==> config.mk <==
export PLATFORM = sky130hd
export DESIGN_NAME = itc_ctrl
export DESIGN_NICKNAME = d
export VERILOG_FILES = /design/src/rtl/itc_pkg.sv /design/src/rtl/itc_ctrl.sv
export SDC_FILE = /design/constraint.sdc
export NUM_CORES = 1
export LEC_CHECK = 0
export ABC_AREA = 1
export BUFFER_PORTS_ARGS = -buffer_cell sky130_fd_sc_hd__buf_2
export CORE_AREA = 2 2 39 41
export DETAILED_ROUTE_END_ITERATION = 10
export DIE_AREA = 0 0 41 43
export GPL_TIMING_DRIVEN = 0
export SLEW_MARGIN = 30
export SYNTH_ARGS = -nofsm -noshare
export SYNTH_HDL_FRONTEND = slang
export SYNTH_SLANG_ARGS = --single-unit
==> constraint.sdc <==
create_clock -name clk -period 1.4 [get_ports clk]
set_input_delay 0 -clock clk [delete_from_list [all_inputs] [get_ports clk]]
set_output_delay 0 -clock clk [all_outputs]
set_load 0.005 [all_outputs]
==> src/rtl/itc_pkg.sv <==
// ----------------------------------------------------------------------------
// itc_pkg: shared definitions for the IoU track table counter
// Default sizes, register map, reset values and the command and status
// bundles that join the controller to the datapath.
// ----------------------------------------------------------------------------
package itc_pkg;

  // Default sizes
  localparam int TRACK_SLOTS_DEF = 64;
  localparam int COORD_BITS_DEF  = 12;

  // Fixed field widths
  localparam int SCORE_BITS = 10;
  localparam int TOTAL_BITS = 32;

  // Register port
  localparam int CFG_DW = 32;
  localparam int CFG_AW = 3;

  // Register index, taken from paddr[2]
  localparam logic REG_MIN_SCORE = 1'b0;

  // Reset value of the score threshold (about 0.9 in units of 1/1024)
  localparam logic [SCORE_BITS-1:0] MIN_SCORE_RST = 10'd922;

  // Controller to datapath
  typedef struct packed {
    logic capture;     // latch the accepted item
    logic clear_occ;   // drop all tracks
    logic scan_start;  // start the overlap scan over the stored tracks
    logic append;      // count the box as new and store it if there is room
    logic out_load;    // load the result register
  } itc_cmd_t;

  // Datapath to controller
  typedef struct packed {
    logic clr_cmd;     // item is a clear command
    logic first;       // first box of its frame
    logic last;        // last box of its frame
    logic pass;        // score reaches the threshold
    logic occ_zero;    // no stored tracks
    logic scan_done;   // scan finished and pipeline drained
    logic matched;     // scan overwrote at least one track
    logic out_busy;    // result register holds an untaken result
  } itc_stat_t;

endpackage

==> src/rtl/itc_ctrl.sv <==
// ----------------------------------------------------------------------------
// itc_ctrl: item sequencer for the IoU track table counter
// Steps each item through evaluate, scan, append and result hand-off, and
// keeps the per frame flags.
// ----------------------------------------------------------------------------
module itc_ctrl (
  input  logic                clk,
  input  logic                rst_n,
  input  logic                in_valid,
  output logic                in_stall,
  input  itc_pkg::itc_stat_t  stat,
  output itc_pkg::itc_cmd_t   cmd
);
  import itc_pkg::*;

  typedef enum logic [4:0] {
    ST_IDLE   = 5'b00001,
    ST_EVAL   = 5'b00010,
    ST_SCAN   = 5'b00100,
    ST_APPEND = 5'b01000,
    ST_FINISH = 5'b10000
  } itc_state_t;

  itc_state_t state_r, state_nxt;
  logic       bypass_r, bypass_nxt;
  logic       had_r, had_nxt;
  logic       byp_eff, had_eff;

  // Frame flags as seen by this box
  assign byp_eff = stat.first ? stat.occ_zero : bypass_r;
  assign had_eff = stat.first ? 1'b0 : had_r;

  assign in_stall = (state_r != ST_IDLE);

  always_comb begin
    state_nxt  = state_r;
    bypass_nxt = bypass_r;
    had_nxt    = had_r;
    cmd        = '0;
    case (state_r)
      ST_IDLE: begin
        if (in_valid) begin
          cmd.capture = 1'b1;
          state_nxt   = ST_EVAL;
        end
      end
      ST_EVAL: begin
        if (stat.clr_cmd) begin
          // Clear command keeps the frame flags
          cmd.clear_occ = 1'b1;
          state_nxt     = ST_FINISH;
        end else begin
          bypass_nxt = byp_eff;
          had_nxt    = had_eff || stat.pass;
          if (!stat.pass) begin
            // Drop the box; an empty frame ends by dropping all tracks
            cmd.clear_occ = stat.last && !had_eff;
            state_nxt     = ST_FINISH;
          end else if (byp_eff || stat.occ_zero) begin
            state_nxt = ST_APPEND;
          end else begin
            cmd.scan_start = 1'b1;
            state_nxt      = ST_SCAN;
          end
        end
      end
      ST_SCAN: begin
        if (stat.scan_done) begin
          state_nxt = stat.matched ? ST_FINISH : ST_APPEND;
        end
      end
      ST_APPEND: begin
        cmd.append = 1'b1;
        state_nxt  = ST_FINISH;
      end
      ST_FINISH: begin
        // Hold until the result register is free
        if (!stat.out_busy) begin
          cmd.out_load = 1'b1;
          state_nxt    = ST_IDLE;
        end
      end
      default: begin
        state_nxt = ST_IDLE;
      end
    endcase
  end

  always_ff @(posedge clk) begin
    if (!rst_n) begin
      state_r  <= ST_IDLE;
      bypass_r <= 1'b0;
      had_r    <= 1'b0;
    end else begin
      state_r  <= state_nxt;
      bypass_r <= bypass_nxt;
      had_r    <= had_nxt;
    end
  end

endmodule

==> flow_summary.toml <==
[drt]
wl_um = 1032
vias_per_cell = 4.748
first_pass_iters = 4
vias = 527
drtIter0Drc = 15
drc_errors = 0
ant_nets = 0
wl_per_cell_um = 9.297

[logic_synthesis]
synth_top_area_cell = "dfxtp_1"
synth-edff-count = 0
syn_inst = 72
synth-async-reset-ratio = 0
ys_warn_count = 0
synth_top_family_by_area = "simple AND/OR/NAND/NOR gates"
synth.yosys.seq_area_share = 0.2947
synth_xor_area_frac = 0
synthSimpleGateAreaFrac = 0.5105
muxShareOfSynthArea = 0
synth_area_per_cell_um2 = 6.604
ys_ff_latch = 7
synth_ff_type = "dfxtp_1"
synth_area_leaders = "dfxtp_1 (29%), inv_1 (10%), nand3_1 (9.5%), nor2_4 (9.5%), nand4_1 (7.9%)"
syn_area_um2 = 475.5
syn_nets = 83
synthAdderAreaFrac = 0
synth_top_area_frac = 0.2947
synth_compound_area_frac = 0.07632
ys_types = 16

[critical_path]
cp-startpoint = "state_r[3]"
arrival_ns = 1.32
worst_ep_required_time_ns = 1.40
crit_type = "reg2out"
critPathLaunchType = "register"
endpoint_kind = "output port"
reg2reg_slack_ns = 0.15
rr_endpoint = "state_r[0]"
max_stage_delay_ns = 0.33
cp_cell_sequence = "nor2_4 -> nand3_4 -> or2_2 -> inv_1 -> buf_2"
r2r_start = "state_r[3]"
cp_max_fo = 4
cp_slowest_cell = "dfxtp_2"
worstRegToRegCells = 7

[power]
ir_drop_mv = 0.4584
p_sw_w = 0.0002242
p_comb_frac = 0.330
switching_share = 0.3524
power_frac_seq = 0.375
p_clk_frac = 0.296
p_leak_nw = 0.3345
p_int_w = 0.0004120
p_per_area_nw_per_um2 = 1011

[final_layout]
fin_cells = 111
antenna_cells = 0
multi_input_area_um2 = 279.0
fin_nets = 107
design_area_um2 = 629.4
seqCellArea_um2 = 142.6
fill_cells = 156
areaGrowthSynthToFinish_pct = 32.37
drive_above_1_share = 0.3579

[min_path]
min_delay_path_depth = 3
worstHoldPathType = "in2reg"
holdPathEnd = "state_r[1]"
hold_start = "in_valid"

[grt]
antenna_found_initial = 0
first_global_vias = 452
grt-ovfl-total = 0
grt_pass1_wl_um = 1725
track_usage = 0.1492
grt_max_degree = 9

[run_status]
status = "finished clean"

[sta]
slew_viol_final = 0
grt_setup_unrepaired = "false"
clock_skew_ns = 0.003034
period_share = 0.9412
relSlewSlack = 0.8409
finalHoldViolCount = 0
period_minus_slack_ns = 1.318
setup_viol = 0
fmax_ghz = 0.7589
tns_ns = 0
worst_pin_slew_ns = 0.2384

[floorplan]
die_area_um2 = 1763
dieHeight_um = 43
core_area_um2 = 1384
die_w_um = 41
start_util = 0.3436
io_pins = 17
num_rows = 14

[placed_design]
portBuffers = 16
hpwl_um = 810.8
dpl-instance-area_um2 = 575.6
place_inst = 104
finalWeightedCongestion = 0.6997

[clock_network]
cts_buffers = 3
max-clock-path-buffers = 2
clk_pin_slew_ns = 0.05
htree_levels = 1
clkLatencyLatePin_ns = 0.26
root_buffer = "clkbuf_4"
tritoncts = "done"
clkSinkCount = 7

[flow_run]
maxCapViolCount = 0
==> area by class of cell <==
class	instances	share of cell area
well taps	16	0.03181
multi-input cells	50	0.4433
inverters	15	0.08946
repair buffers	19	0.1670
flip-flops and latches	7	0.2266
clock buffers	4	0.04175
==> synth_stat cells, types with 2 or more instances <==
| cell type | instances |
|---|---|
| dfxtp_1 | 7 |
| inv_1 | 13 |
| nor2_2 | 2 |
| nand3_1 | 9 |
| nand4_1 | 6 |
| a21oi_1 | 5 |
| nand2_1 | 9 |
| inv_2 | 2 |
| nor2_1 | 9 |
| nor2_4 | 4 |
==> cells by family (layout without fill, tap and decap cells) <==
logic type,Yosys count,count (layout)
simple gates,43,43
compound gates,7,7
buf+inv,15,38
flops,7,7
==> registers in the layout, summed over array words and instances, names as in the netlist <==
register  flops
bypass_r      1
state_r       5
had_r         1
==> per-layer routing <==
metal | GRT usage | share of wire | vias to the layer above
met5 | 0 | 0 | -
met4 | 0.1400 | 0.046 | 0
met3 | 0.03141 | 0.064 | 4
met2 | 0.1938 | 0.41 | 19
met1 | 0.1922 | 0.48 | 221
li1 | - | - | 283
==> layout by cell type (no fill, tap or decap) <==
cell	synthesis	layout
nand4_1	6	6
inv_2	2	2
nor2_4	4	4
dfxtp_1	7	5
dfxtp_2	0	2
buf_4	0	2
nor2_1	9	9
a21oi_1	5	5
clkbuf_4	0	3
dlygate4sd3_1	0	1
o22ai_1	1	1
o21ai_0	1	1
clkbuf_1	0	1
nor2_2	2	2
nand2_1	9	9
buf_2	0	16
nand2_2	1	1
nor3_1	1	1
or2_2	1	1
nand3_4	1	1
inv_1	13	13
nand3_1	9	9
==> repair_timing <==
| item | 4_1_cts | 5_1_grt |
|---|---|---|
| buffers inserted | 0 | 2 |
| endpoints found under the hold margin | 1 | 0 |
| hold buffers | 1 | 0 |
| gates resized for setup | 0 | 2 |
| endpoints found under the setup margin | 0 | 2 |
==> power groups by stage <==
stage | combinational [W] | clock, W | sequential, W
after floorplan | 0.000137 | 0 | 0.000240
after global placement | 0.000196 | 0 | 0.000241
after detailed placement | 0.000198 | 0 | 0.000242
after CTS | 0.000201 | 0.000194 | 0.000237
after global routing | 0.000242 | 0.000212 | 0.000242
final | 0.000210 | 0.000188 | 0.000238
==> worst max path at each step <==
| stage | end | slack, ns |
|---|---|---|
| after floorplan | state_r[0] | 0.33 |
| final | cmd[3] | 0.08 |
| after global placement | state_r[0] | 0.20 |
| after global routing | cmd[3] | 0.003 |
| after CTS | cmd[3] | 0.04 |
| after detailed placement | state_r[0] | 0.20 |
==> worst max-delay path, delay by kind of cell, from the launching register on <==
| kind | cells | cell delay (ns) |
|---|---|---|
| DFF | 1 | 0.33 |
| and+or+nand+nor | 3 | 0.58 |
| buffers and inverters | 2 | 0.15 |
==> metrics by stage <==
stage | power, W | setup slack [ns] | hold slack, ns | util
after global routing | 0.0006957 | 0.003092 | 0.04085 | 0.4548
after global placement | 0.0004367 | 0.1979 | 0.2337 | 0.4159
after detailed placement | 0.0004395 | 0.1972 | 0.2338 | 0.4159
after CTS | 0.0006324 | 0.03872 | 0.01668 | 0.4421
final | 0.0006361 | 0.08225 | 0.01352 | 0.4548
after floorplan | 0.0003767 | 0.3348 | 0.03110 | -
Note: power is estimated with default switching activity, not from simulation.
